## src/hdl/v3an_pkg.sv

```systemverilog
// shared widths, operation codes, pipeline payload types and fixed-point helpers
// for the vector3 alu / normalize unit; no dependencies
package v3an_pkg;

   localparam int DATA_W      = 32;
   localparam int FRAC_BITS   = 16;
   localparam int MAG_W       = DATA_W - 1;
   localparam int LANES       = 3;
   localparam int PROD_W      = 2 * DATA_W;
   localparam int NUM_W       = DATA_W + FRAC_BITS + 1;
   localparam int SQRT_STEPS  = PROD_W / 2;
   localparam int QUEUE_DEPTH = 4;

   localparam logic [2:0] OP_ADD    = 3'd0;
   localparam logic [2:0] OP_SUB    = 3'd1;
   localparam logic [2:0] OP_SCALE  = 3'd2;
   localparam logic [2:0] OP_DIV    = 3'd3;
   localparam logic [2:0] OP_LENGTH = 3'd4;
   localparam logic [2:0] OP_NORM   = 3'd5;

   localparam logic [NUM_W-1:0] POS_LIMIT = NUM_W'((64'd1 << (DATA_W - 1)) - 64'd1);
   localparam logic [NUM_W-1:0] NEG_LIMIT = NUM_W'(64'd1 << (DATA_W - 1));
   localparam logic [DATA_W-1:0] WORD_MAX = {1'b0, {(DATA_W - 1){1'b1}}};
   localparam logic [DATA_W-1:0] WORD_MIN = {1'b1, {(DATA_W - 1){1'b0}}};

   typedef enum logic [2:0] {
      KIND_NONE,
      KIND_ADD,
      KIND_SUB,
      KIND_SCALE,
      KIND_DIV,
      KIND_LENGTH,
      KIND_NORM
   } kind_type;

   typedef logic [LANES-1:0][DATA_W-1:0] vec_type;
   typedef logic [LANES-1:0][NUM_W-1:0]  num_vec_type;

   // classified transaction as it sits in the queue
   typedef struct packed {
      kind_type            kind;
      vec_type             a;
      vec_type             b;
      vec_type             a_mag;
      logic [LANES-1:0]    a_neg;
      logic [DATA_W-1:0]   s_mag;
      logic                s_neg;
      logic                s_zero;
   } item_type;

   // payload carried through the product and square root stages
   typedef struct packed {
      kind_type            kind;
      vec_type             vec;
      vec_type             a_mag;
      logic [LANES-1:0]    a_neg;
      logic [DATA_W-1:0]   s_mag;
      logic                s_neg;
      logic                s_zero;
   } carry_type;

   // payload carried alongside the divider
   typedef struct packed {
      kind_type            kind;
      vec_type             vec;
      logic [MAG_W-1:0]    magnitude;
      logic                fault;
      logic [LANES-1:0]    neg;
   } div_tag_type;

   function automatic logic [DATA_W-1:0] mag_of(input logic [DATA_W-1:0] v);
      logic [DATA_W-1:0] r;
      r = v[DATA_W-1] ? (~v + DATA_W'(1)) : v;
      return r;
   endfunction

   // apply sign to an unsigned magnitude and clamp to the signed word range
   function automatic logic [DATA_W-1:0] sat_signed(input logic [NUM_W-1:0] m,
                                                    input logic neg);
      logic [DATA_W-1:0] r;
      if (neg) begin
         if (m > NEG_LIMIT) r = WORD_MIN;
         else               r = ~m[DATA_W-1:0] + DATA_W'(1);
      end else begin
         if (m > POS_LIMIT) r = WORD_MAX;
         else               r = m[DATA_W-1:0];
      end
      return r;
   endfunction

endpackage

```

## src/hdl/v3an_queue.sv

```systemverilog
// short queue that decouples the front end from the arithmetic pipeline
// depends on v3an_pkg
module v3an_queue import v3an_pkg::*; (
   input  logic     clock,
   input  logic     reset,
   input  logic     push,
   input  item_type push_item,
   output logic     full,
   input  logic     pop,
   output logic     not_empty,
   output item_type head_item
);

   localparam int PTR_W = $clog2(QUEUE_DEPTH);
   localparam int CNT_W = $clog2(QUEUE_DEPTH + 1);

   item_type         mem_ff [QUEUE_DEPTH];
   logic [PTR_W-1:0] wr_ptr_ff, wr_ptr_in;
   logic [PTR_W-1:0] rd_ptr_ff, rd_ptr_in;
   logic [CNT_W-1:0] count_ff, count_in;
   logic             do_push, do_pop;

   assign full      = (count_ff == CNT_W'(QUEUE_DEPTH));
   assign not_empty = (count_ff != '0);
   assign do_push   = push && !full;
   assign do_pop    = pop && not_empty;
   assign head_item = mem_ff[rd_ptr_ff];

   always_comb begin
      wr_ptr_in = do_push ? wr_ptr_ff + PTR_W'(1) : wr_ptr_ff;
      rd_ptr_in = do_pop ? rd_ptr_ff + PTR_W'(1) : rd_ptr_ff;
      unique case ({do_push, do_pop})
         2'b10:   count_in = count_ff + CNT_W'(1);
         2'b01:   count_in = count_ff - CNT_W'(1);
         default: count_in = count_ff;
      endcase
   end

   always_ff @(posedge clock) begin
      if (reset) begin
         wr_ptr_ff <= '0;
         rd_ptr_ff <= '0;
         count_ff  <= '0;
      end else begin
         wr_ptr_ff <= wr_ptr_in;
         rd_ptr_ff <= rd_ptr_in;
         count_ff  <= count_in;
      end
   end

   always_ff @(posedge clock) begin
      if (do_push) begin
         mem_ff[wr_ptr_ff] <= push_item;
      end
   end

endmodule

```

## config.mk

```make
export PLATFORM = sky130hd
export DESIGN_NAME = v3an_queue
export DESIGN_NICKNAME = d
export VERILOG_FILES = /design/src/hdl/v3an_pkg.sv /design/src/hdl/v3an_queue.sv
export SDC_FILE = /design/constraint.sdc
export NUM_CORES = 1
export LEC_CHECK = 0
export ABC_AREA = 1
export BUFFER_PORTS_ARGS = -buffer_cell sky130_fd_sc_hd__buf_4
export CAP_MARGIN = 40
export CORE_ASPECT_RATIO = 1.2
export CORE_MARGIN = 4
export CORE_UTILIZATION = 24
export CTS_CLUSTER_SIZE = 16
export DETAILED_ROUTE_END_ITERATION = 8
export SLEW_MARGIN = 20
export SYNTH_ARGS = -nofsm -noshare
export SYNTH_HDL_FRONTEND = slang
export SYNTH_SLANG_ARGS = --single-unit
```

## constraint.sdc

```tcl
create_clock -name clock -period 14.8 [get_ports clock]
set_clock_uncertainty 0.05 [all_clocks]
set_input_delay 0 -clock clock [delete_from_list [all_inputs] [get_ports clock]]
set_output_delay 0 -clock clock [all_outputs]
set_load 0.005 [all_outputs]
```

==> run metrics <==
status=completed; Slew headroom=between 20% and 30%; CP Launch Type=flop; CTS buffer count=~140; r2r startpoint=count_ff[1]$_SDFFE_PP0P_; Most common cell on crit path=buf_4; Peak VDD IR=around 0.00011 V; Area Overhead vs Synth=39.0%; hold path endpoint=mem_ff[3][200]$_DFFE_PP_; Final Hold Fails=0; DR iter-0 viols=around 2300; final non-filler cell total=approximately 7500; antenna violations before repair=35; min cycle time layout=5.38 ns; vias in the first global route=about 33000; critical path endpoint category=output pin; Max Fanout on Critical Path=71; Yosys reg bits=between 1000 and 1500; Min-Delay Path Class=in -> reg; clk slew on worst S/H paths=around 0.050 ns; largest family of logic cells by synthesized area=compound AO/OA/AOI/OAI gates; Vias=between 30000 and 40000; core area=205000 um^2; Max stage delay on crit path=just under 0.7 ns; setup TNS=0 ns; CP top delay family=buffers and inverters; commonest cells after routing, fill and taps aside=edfxtp_1 (1312), buf_4 (701), dlygate4sd3_1 (661), o21ai_0 (652), nor2_1 (572); DP HPWL=~84000 um; first-pass GRT wire length=206000 um; total of max-cap violations=0; Routed WL=between 100000 and 150000 um; DIE HEIGHT=just over 500 um; TritonRoute pass-1 iters=7; clk buf depth=3; Synth Area in Simple Gates=under 10%; WP data arrival=between 5 and 6 ns; hold path cells=2; Setup Fix Bufs, Post-CTS=0; Yosys warnings=0; TritonCTS clock tree=done; Synth Instances=~3200; mapped cell area=between 40000 and 50000 um^2; chip width=approximately 420 um; Synth Area in XOR/XNOR=0%; R2R setup slack=between 10 and 15 ns; PortBufs=about 660; die area=214000 um^2; final-report setup violation count=0; Cell Pwr Density=154 nW/um^2; CP Class=reg -> out; most common cell after layout, fill and taps aside=edfxtp_1; worst path bufs/invs=7; Synth cell types=21; CTS hold repair buffers=661; largest net degree at the start of global routing=about 330; critical path's slowest cell=buf_4; syn avg cell area=roughly 15 um^2; share of cells above drive strength 1=roughly a quarter; final worst path period share=between 30% and 40%; adder-cell share of the synthesized area=0.166%; WL/cell=between 15 and 20 um; CTS Sinks=around 1300; CP Cell Sequence=buf_16 > buf_4 > buf_4 > buf_4 > buf_12 > buf_4 > o21ai_0 > o22ai_2 > buf_4; worst skew pair latency=0.77 ns; Top Ports=around 660; Compound-Gate Fraction of Synth Area=12.0%; Leak Pwr=between 20 and 25 nW; root buf cell=clkbuf_16; Hold Startpoint=push_item[200]; number of H-tree levels=4; R2R Path End=mem_ff[0][267]$_DFFE_PP_; Highest Clock Rate=between 0.15 and 0.2 GHz; RD Place Congestion=approximately 0.80; drt drc=0; Final ANT Viol Nets=0; Slew @ Worst Pin=around 1.1 ns; sequential share of the synthesized area=79.8%; FILL cells=just under 20000; Worst Path Required=between 10 and 15 ns; Final Max Tran Viols=0; total track usage=12.4%; placed cells=6501; Rows=approximately 180; syn_nets=3578; Initial Util=between 20 and 25%; nets=roughly 5000; RSZ-0062 raised after global routing=false; grt ovf=0; post_cts resized=0; mux contribution to synthesized area=0%; vias per cell=4.36; Hold WS=~0.10 ns; Worst Reg-to-Reg Cells=9
==> synth_stat cells <==
cell      instances  area, um^2
buf_8            11         165
o22ai_1         238        1490
nand3_1           5        25.0
o21ai_1           6        30.0
clkbuf_2          1        5.00
o21ai_0         652        3260
clkbuf_1         98         368
o22ai_2          90        1130
inv_6             1        8.76
inv_1            18        67.6
a21oi_1           5        25.0
fa_1              1        20.0
edfxtp_1       1312       39400
nand2_1          15        56.3
buf_6             8        90.1
buf_2            91         455
ha_1              5        62.6
buf_4             8        60.1
dfxtp_1           9         180
nor2_2           90         563
nor2_1          576        2160
==> layout make-up <==
cell class	instances	area, um^2	share of cell area [%]
multi-input cells	1683	8850	12.8
well taps	2760	3450	5.01
clock inverters	85	973	1.41
inverters	19	105	0.152
repair buffers	1381	12300	17.9
clock buffers	168	3570	5.17
diodes	42	105	0.152
flip-flops and latches	1321	39600	57.4
==> where the power goes <==
group	switching [mW]	internal, mW
logic	1.60	1.09
clock network	1.50	1.92
registers	0.0745	4.44
total	3.17	7.45
==> registers in the layout, indices dropped and copies added, names as in the netlist, named ones only <==
signal / flops
mem_ff: 1312
count_ff: 3
rd_ptr_ff: 2
wr_ptr_ff: 2
==> routing by layer <==
| metal | wire length [um] | track usage [%] | vias to the layer above | part of all wire [%] |
|---|---|---|---|---|
| li1 | - | - | 14963 | - |
| met1 | 55500 | 15.0 | 16166 | 40 |
| met2 | 66600 | 20.6 | 1111 | 48 |
| met3 | 11300 | 3.93 | 258 | 8.1 |
| met4 | 5320 | 5.18 | 6 | 3.8 |
| met5 | 41 | 0 | - | 0.030 |
==> cells by family (layout without fill, tap and decap cells) <==
family | Yosys count | in the layout
buffers and inverters | 236 | 1653
and+or+nand+nor | 686 | 686
other | 0 | 42
AOI/OAI and AO/OA | 991 | 991
DFF | 1321 | 1321
adders and majority gates | 6 | 6
==> through the flow <==
step                power [mW]  worst slack [ns]  cell area [um^2]  utilization, %
global placement          7.10              9.99             57300            27.9
finish                    10.6              9.42             69000            33.6
global route              11.1              8.98             69000            33.6
floorplan                 5.97            -0.486             49600               -
detailed placement        7.17             10.13             57700            28.1
CTS                       10.8              9.35             68800            33.5
==> worst max-delay path by stage <==
stage                             start                       end  slack (ns)  depth (start not counted)
6_report                           flop            head_item[217]        9.42                          9
5_1_grt                            flop            head_item[217]        8.98                          9
4_1_cts                            flop            head_item[217]        9.35                          9
3_5_place_dp   count_ff[1]$_SDFFE_PP0P_  mem_ff[0][258]$_DFFE_PP_       10.13                          9
3_3_place_gp                       flop            head_item[220]        9.99                          7
2_1_floorplan  count_ff[1]$_SDFFE_PP0P_    mem_ff[0][0]$_DFFE_PP_       -0.49                          4
Note: power is estimated with default switching activity, not from simulation.
