`src/hdl/v3an_pkg.sv`:
```
// shared widths, operation codes, pipeline payload types and fixed-point helpers
// for the vector3 alu / normalize unit; no dependencies
package v3an_pkg;

   localparam int DATA_W      = 32;
   localparam int FRAC_BITS   = 16;
   localparam int MAG_W       = DATA_W - 1;
   localparam int LANES       = 3;
   localparam int PROD_W      = 2 * DATA_W;
   localparam int NUM_W       = DATA_W + FRAC_BITS + 1;
   localparam int SQRT_STEPS  = PROD_W / 2;
   localparam int QUEUE_DEPTH = 4;

   localparam logic [2:0] OP_ADD    = 3'd0;
   localparam logic [2:0] OP_SUB    = 3'd1;
   localparam logic [2:0] OP_SCALE  = 3'd2;
   localparam logic [2:0] OP_DIV    = 3'd3;
   localparam logic [2:0] OP_LENGTH = 3'd4;
   localparam logic [2:0] OP_NORM   = 3'd5;

   localparam logic [NUM_W-1:0] POS_LIMIT = NUM_W'((64'd1 << (DATA_W - 1)) - 64'd1);
   localparam logic [NUM_W-1:0] NEG_LIMIT = NUM_W'(64'd1 << (DATA_W - 1));
   localparam logic [DATA_W-1:0] WORD_MAX = {1'b0, {(DATA_W - 1){1'b1}}};
   localparam logic [DATA_W-1:0] WORD_MIN = {1'b1, {(DATA_W - 1){1'b0}}};

   typedef enum logic [2:0] {
      KIND_NONE,
      KIND_ADD,
      KIND_SUB,
      KIND_SCALE,
      KIND_DIV,
      KIND_LENGTH,
      KIND_NORM
   } kind_type;

   typedef logic [LANES-1:0][DATA_W-1:0] vec_type;
   typedef logic [LANES-1:0][NUM_W-1:0]  num_vec_type;

   // classified transaction as it sits in the queue
   typedef struct packed {
      kind_type            kind;
      vec_type             a;
      vec_type             b;
      vec_type             a_mag;
      logic [LANES-1:0]    a_neg;
      logic [DATA_W-1:0]   s_mag;
      logic                s_neg;
      logic                s_zero;
   } item_type;

   // payload carried through the product and square root stages
   typedef struct packed {
      kind_type            kind;
      vec_type             vec;
      vec_type             a_mag;
      logic [LANES-1:0]    a_neg;
      logic [DATA_W-1:0]   s_mag;
      logic                s_neg;
      logic                s_zero;
   } carry_type;

   // payload carried alongside the divider
   typedef struct packed {
      kind_type            kind;
      vec_type             vec;
      logic [MAG_W-1:0]    magnitude;
      logic                fault;
      logic [LANES-1:0]    neg;
   } div_tag_type;

   function automatic logic [DATA_W-1:0] mag_of(input logic [DATA_W-1:0] v);
      logic [DATA_W-1:0] r;
      r = v[DATA_W-1] ? (~v + DATA_W'(1)) : v;
      return r;
   endfunction

   // apply sign to an unsigned magnitude and clamp to the signed word range
   function automatic logic [DATA_W-1:0] sat_signed(input logic [NUM_W-1:0] m,
                                                    input logic neg);
      logic [DATA_W-1:0] r;
      if (neg) begin
         if (m > NEG_LIMIT) r = WORD_MIN;
         else               r = ~m[DATA_W-1:0] + DATA_W'(1);
      end else begin
         if (m > POS_LIMIT) r = WORD_MAX;
         else               r = m[DATA_W-1:0];
      end
      return r;
   endfunction

endpackage

```
`src/hdl/v3an_front.sv`:
```
// front end: decodes the operation code and splits the a operands and the scalar into sign and magnitude
// depends on v3an_pkg
module v3an_front import v3an_pkg::*; (
   input  logic                     req_valid,
   output logic                     req_ready,
   input  logic [2:0]               req_operation,
   input  logic signed [DATA_W-1:0] req_a_x,
   input  logic signed [DATA_W-1:0] req_a_y,
   input  logic signed [DATA_W-1:0] req_a_z,
   input  logic signed [DATA_W-1:0] req_b_x,
   input  logic signed [DATA_W-1:0] req_b_y,
   input  logic signed [DATA_W-1:0] req_b_z,
   input  logic signed [DATA_W-1:0] req_scalar,
   input  logic                     queue_full,
   output logic                     push,
   output item_type                 item
);

   kind_type kind;

   always_comb begin
      unique case (req_operation)
         OP_ADD:    kind = KIND_ADD;
         OP_SUB:    kind = KIND_SUB;
         OP_SCALE:  kind = KIND_SCALE;
         OP_DIV:    kind = KIND_DIV;
         OP_LENGTH: kind = KIND_LENGTH;
         OP_NORM:   kind = KIND_NORM;
         default:   kind = KIND_NONE;
      endcase
   end

   always_comb begin
      item.kind   = kind;
      item.a[0]   = req_a_x;
      item.a[1]   = req_a_y;
      item.a[2]   = req_a_z;
      item.b[0]   = req_b_x;
      item.b[1]   = req_b_y;
      item.b[2]   = req_b_z;
      for (int i = 0; i < LANES; i++) begin
         item.a_mag[i] = mag_of(item.a[i]);
         item.a_neg[i] = item.a[i][DATA_W-1];
      end
      item.s_mag  = mag_of(req_scalar);
      item.s_neg  = req_scalar[DATA_W-1];
      item.s_zero = (req_scalar == '0);
   end

   assign req_ready = !queue_full;
   assign push      = req_valid && !queue_full;

endmodule

```
`config.mk`:
```
export PLATFORM = sky130hd
export DESIGN_NAME = v3an_front
export DESIGN_NICKNAME = d
export VERILOG_FILES = /design/src/hdl/v3an_pkg.sv /design/src/hdl/v3an_front.sv
export SDC_FILE = /design/constraint.sdc
export NUM_CORES = 1
export LEC_CHECK = 0
export BUFFER_PORTS_ARGS = -buffer_cell sky130_fd_sc_hd__buf_4
export CAP_MARGIN = 5
export CORE_AREA = 5 5 217 219
export DETAILED_ROUTE_END_ITERATION = 10
export DIE_AREA = 0 0 222 224
export MAX_ROUTING_LAYER = met4
export PLACE_DENSITY = 0.34
export REMOVE_ABC_BUFFERS = 1
export SKIP_LAST_GASP = 1
export SYNTH_ARGS = -nofsm -noshare
export SYNTH_HDL_FRONTEND = slang
export SYNTH_SLANG_ARGS = --single-unit
```
`constraint.sdc`:
```
create_clock -name vclk -period 1.6
set_input_delay 0 -clock vclk [all_inputs]
set_output_delay 0 -clock vclk [all_outputs]
set_load 0.05 [all_outputs]
```
==> impl_metrics.csv, run 1 <==
group,metric,value,unit
placement,place.port_buffers,367,
synthesis,yosys.cell_types.count,36,
floorplan,io_pins,559,
pwr,intPower,1.35,mW
placement,dp_hpwl,32700,microns
sta,min_period_over_period,1.12,
sta,timing_worst_slew_pin_value,594,ps
route,starting_drt_drc_count,169,
sta,postLayoutSetupSlackWorst,-195,ps
sta,relSlewSlack,0.604,
route,number_of_nets_with_antenna_violations_after_detailed_routing,0,
worst_setup_path,endpoint_kind,"primary output",
run_status,violations,"setup timing",
synthesis,synth.top_cell.area_share,0.347,
final_layout,seq_cell_count,0,
floorplan,dieHeight,224,microns
grt,vias_in_the_first_global_route,5610,
sta,final_hold_viol_count,0,
pwr,cellPowerDensity,455,nW/um^2
synthesis,yosys.area.top_type,"buf_4",
synthesis,synth.cell_area,4330,sq um
floorplan,floorplan.die.width,222,microns
final_layout,finish.net_count,1158,
sta,final.min_clock_period,1800,ps
grt,initial_antenna_violation_count,0,
pwr,share_comb_of_total_power,1.000,
grt,globalRouteMet3Util,0.182,
worst_setup_path,critPathArrivalTime,1800,ps
sta,clock.fmax,557,MHz
grt,grt_util_met1,0.131,
grt,busiest_layer,"met2",
pwr,ir_drop,0.237,mV
grt,grt-ovfl-total,0,
cts,cts.hold.buffers_added,0,
route,drt-pass1-iter-count,4,
grt,grt_start_max_net_pins,35,
pwr,power.net_switching,2.60,mW
synthesis,dominant_cells_by_area_after_synthesis,"buf_4, xnor2_1, o31ai_1",
worst_setup_path,critPathMaxFanout,4,
final_layout,post-route-util,0.193,
run_status,status,"complete, but fails checks",
route,drc,0,
synthesis,seq_area_frac_synth,0,
final_layout,layout.area.seq,0,sq um
sta,setup_violations,14,
floorplan,rows,78,
route,detailed_route_wire_length_per_cell,24.5,microns
worst_setup_path,worst_setup_path_start_kind,"primary input",
grt,met2_usage,0.184,
worst_setup_path,data_required_time_at_the_worst_endpoint,1600,ps
job,drv_cap,0,
route,route.vias.total,5697,
worst_setup_path,worst-setup-path-type,"primary input to primary output",
pwr,p_clk_frac,0,
sta,drv_slew,0,
final_layout,antenna_cells_inserted,0,
synthesis,synth-warning-count,0,
placement,routabilityCongestion,0.870,
route,route.detailed.vias_per_inst,3.74,
final_layout,final.clkbuf_count,0,
pwr,power.static_leakage,3.74,nW
floorplan,dieArea,49700,sq um
sta,unrepaired_setup_endpoints_after_global_routing,"true",
synthesis,synth.avg_cell_area,7.19,sq um
grt,global_route.usage.total,0.138,
pwr,sw_frac_of_total,0.659,
grt,grt_first_pass_wirelength,48500,microns
final_layout,area_growth_syn_to_layout,101,%
sta,worst_hold_slack,0.370,ps
floorplan,core_ar,44900,sq um
route,finalWirelength,37200,microns
final_layout,fraction_of_final_layout_cells_with_drive_strength_greater_than_1,0.696,
synthesis,synthCells,602,
pwr,p_seq_frac,0,
floorplan,initial_core_util,0.0965,
min_path,hold_path.class,"primary input to primary output",
## worst paths after layout
kind | end | slack, ps | depth (start not counted) | startpoint
min | item[145] | 0.4 | 0 | req_b_x[12]
max | item[67] | -200 | 8 | req_a_x[0]
## power by group through the flow
stage	Sequential [mW]	Combinational [mW]	Clock, mW
2_1_floorplan	0	1.66	0
3_3_place_gp	0	3.75	0
3_5_place_dp	0	3.74	0
4_1_cts	0	3.83	0
5_1_grt	0	4.12	0
6_report	0	3.95	0
## worst max-delay path, cell delays in order
cell and delay [ps]:
buf_8 100, inv_6 50, ha_4 120, or3b_4 410, or4b_4 510, o41ai_4 220
xnor2_1 150, buf_4 220
## cell usage in the layout, fill, tap and decap left out, drive strengths merged, types with 2 or more instances in the layout
cell type,netlist,routed
nand4,7,7
o21ai,27,27
inv,12,12
buf,204,537
nor3,12,12
nand2b,7,7
nand3,10,10
nor4,22,22
o31ai,43,43
ha,4,4
or4,10,10
or2,3,3
nand2,38,38
nor2,16,16
nand3b,7,7
or3,7,7
or4b,2,2
nand4b,5,5
mux2i,2,2
xnor2,115,115
o41ai,31,31
nor2b,2,2
## routing by layer
layer / vias up / routed length (microns) / part of all wire
met5: - / 0 / 0
met4: 0 / 66 / 0.0018
met3: 4 / 9540 / 0.26
met2: 458 / 14900 / 0.40
met1: 2646 / 12700 / 0.34
li1: 2589 / - / -
## repair_timing
action,4_1_cts,5_1_grt
setup endpoints to repair,62,83
pin swaps,17,59
buffers inserted,10,23
cloned,0,2
resized for setup,80,122
## per-stage QoR
stage	area (sq um)	instances	setup slack (ps)	power (mW)	setup TNS, ps
after floorplan	2770	386	-921	1.66	-6300
after global placement	7290	1489	-401	3.75	-6490
after detailed placement	7290	1489	-418	3.74	-5830
after CTS	7830	1499	-205	3.83	-1080
after global routing	8680	1523	-277	4.12	-3270
final	8680	1523	-195	3.95	-937
## cell families (layout without fill, tap and decap cells)
logic type | count (synthesis) | count (layout) | synth area share
adder cells (fa/ha/maj) | 4 | 4 | 0.0116
buffers and inverters | 228 | 549 | 0.372
AND/OR/NAND/NOR | 149 | 149 | 0.199
AO/OA/AOI/OAI | 103 | 103 | 0.178
multiplexers | 2 | 2 | 0.00462
XOR/XNOR | 116 | 116 | 0.235
## cells in the mapped netlist (all sizes together)
cell type and instances:
a21boi 1, a21oi 1, buf 204, clkbuf 12, ha 4, inv 12
mux2i 2, nand2 38, nand2b 7, nand3 10, nand3b 7, nand4 7
nand4b 5, nor2 16, nor2b 2, nor3 12, nor4 22, o21ai 27
o31ai 43, o41ai 31, or2 3, or3 7, or3b 1, or4 10
or4b 2, xnor2 115, xor2 1
## area by class of cell
cell class	count	area [sq um]
fillers	5094	36200
inverters	12	52.6
multi-input cells	374	3680
repair buffers	537	4200
well taps	600	751
Note: power is estimated with default switching activity, not from simulation.
==> run 2, diff against run 1 <==
- ABC_CLOCK_PERIOD_IN_PS: unset -> 2050
- CORE_AREA: 5 5 217 219 -> 5 5 216 218
- DIE_AREA: 0 0 222 224 -> 0 0 221 223
- PLACE_DENSITY: 0.34 -> 0.33
- clock period: 1.6 -> 2.05 ns (I/O delays scaled with it)
==> run 2 against run 1 <==
  * The flow now finishes without violations
  * Sequential cell count did not move
  * Non-clock buffer count fell by 139
  * Global-route usage is 1.3 points lower
  * First-iteration DRC count grew 50%
  * Sequential share of layout area stayed put
  * Count of clock-buffer cells in the layout unchanged
  * Hold slack about the same
  * Highest routed layer is now met3
  * Cell count is 9.1% lower
  * Core utilization decreased by 4.7 points
  * Die area shrank 0.89%
==> impl_metrics.csv, run 2 (synthesized netlist as in run 1, its figures left out) <==
group,metric,value,unit
grt,global_route.usage.total,0.125,
worst_setup_path,data_required_time_at_the_worst_endpoint,2050,ps
final_layout,final.clkbuf_count,0,
grt,grt-ovfl-total,0,
worst_setup_path,critPathMaxFanout,4,
grt,grt_first_pass_wirelength,43400,microns
final_layout,layout.cells.most_common_list,"buf_4, xnor2_1, o31ai_1",
route,number_of_nets_with_antenna_violations_after_detailed_routing,0,
final_layout,layout.cells.most_common,"buf_4",
pwr,post-layout-total-power,2.77,mW
final_layout,final_cells,1384,
worst_setup_path,worst_setup_path_start_kind,"primary input",
grt,initial_antenna_violation_count,0,
cts,cts.hold.buffers_added,0,
worst_setup_path,critPathArrivalTime,1980,ps
grt,grt_start_max_net_pins,35,
final_layout,layout.area.seq,0,sq um
final_layout,antenna_cells_inserted,0,
floorplan,dieArea,49300,sq um
floorplan,floorplan.die.width,221,microns
final_layout,fraction_of_final_layout_cells_with_drive_strength_greater_than_1,0.533,
sta,unrepaired_setup_endpoints_after_global_routing,"false",
route,drt-pass1-iter-count,4,
placement,routabilityCongestion,0.834,
sta,worst_hold_slack,0.109,ps
floorplan,rows,78,
route,detailed_route_wire_length_per_cell,23.8,microns
final_layout,seq_cell_count,0,
route,finalWirelength,33000,microns
pwr,ir_drop,0.156,mV
run_status,status,"finished, final reports clean",
floorplan,core_ar,44700,sq um
route,route.detailed.vias_per_inst,3.59,
placement,place.port_buffers,367,
final_layout,finish.net_count,1019,
placement,place_inst,1382,
floorplan,io_pins,559,
route,drc,0,
pwr,cellPowerDensity,424,nW/um^2
sta,relSlewSlack,0.622,
floorplan,initial_core_util,0.0969,
sta,setup_violations,0,
worst_setup_path,worst-setup-path-type,"primary input to primary output",
job,drv_cap,0,
final_layout,area_growth_syn_to_layout,51.2,%
min_path,hold_path.class,"primary input to primary output",
sta,final_hold_viol_count,0,
placement,dp_hpwl,29900,microns
route,starting_drt_drc_count,253,
placement,pre_cts_ws,61.2,ps
grt,vias_in_the_first_global_route,4960,
sta,timing_worst_slew_pin_value,560,ps
sta,postLayoutSetupSlackWorst,71.0,ps
sta,final.min_clock_period,1980,ps
sta,min_period_over_period,0.965,
sta,drv_slew,0,
sta,clock.fmax,505,MHz
route,route.vias.total,4962,
floorplan,dieHeight,223,microns
worst_setup_path,endpoint_kind,"primary output",
pwr,power.static_leakage,2.65,nW
==> run 2: cell count changes in the layout (fill, tap and decap cells not counted), moves of 14 or more <==
| cell | previous run | this run |
|---|---|---|
| o41ai_1 | 6 | 26 |
| nor4_1 | 5 | 19 |
| buf_6 | 31 | 1 |
| o31ai_1 | 16 | 43 |
| o31ai_4 | 18 | 0 |
| buf_4 | 500 | 397 |
==> run 2: worst paths after layout <==
| check | depth (start not counted) | startpoint | end |
|---|---|---|---|
| worst min-delay path | 0 | req_b_x[11] | item[144] |
| worst max-delay path | 8 | req_a_x[0] | item[67] |
==> run 2: metrics by stage <==
step	instance area, sq um	setup TNS (ps)	utilization
6_report	6550	0	0.147
4_1_cts	6490	0	0.145
3_3_place_gp	6490	0	0.145
5_1_grt	6550	0	0.147
3_5_place_dp	6490	0	0.145
2_1_floorplan	2770	-1200	-
==> run 2: cell type report <==
class / instances / area, sq um
repair buffers: 398 / 2990
fillers: 5256 / 38100
inverters: 12 / 47.5
multi-input cells: 374 / 2760
well taps: 600 / 751
==> run 2: timing repair <==
item / 4_1_cts / 5_1_grt
setup buffers: 0 / 2
setup endpoints to repair: 0 / 4
gates resized for setup: 0 / 10
==> run 2: critical path: stages <==
cell     delay (ps)
buf_4           110
inv_2            70
ha_4            130
or3b_4          410
or4b_4          560
o41ai_4         310
xnor2_1         160
buf_4           220
==> run 2: power by group <==
group          internal, mW  total [mW]  switching [mW]
combinational         0.865        2.77            1.91
sequential                0           0               0
clock                     0           0               0
==> run 2: routing by layer <==
metal  track usage  vias up  part of all wire
met5             -        -                 0
met4             0        0                 0
met3         0.192        0              0.32
met2         0.164      445              0.38
met1         0.104     2213              0.30
li1              -     2304                 -
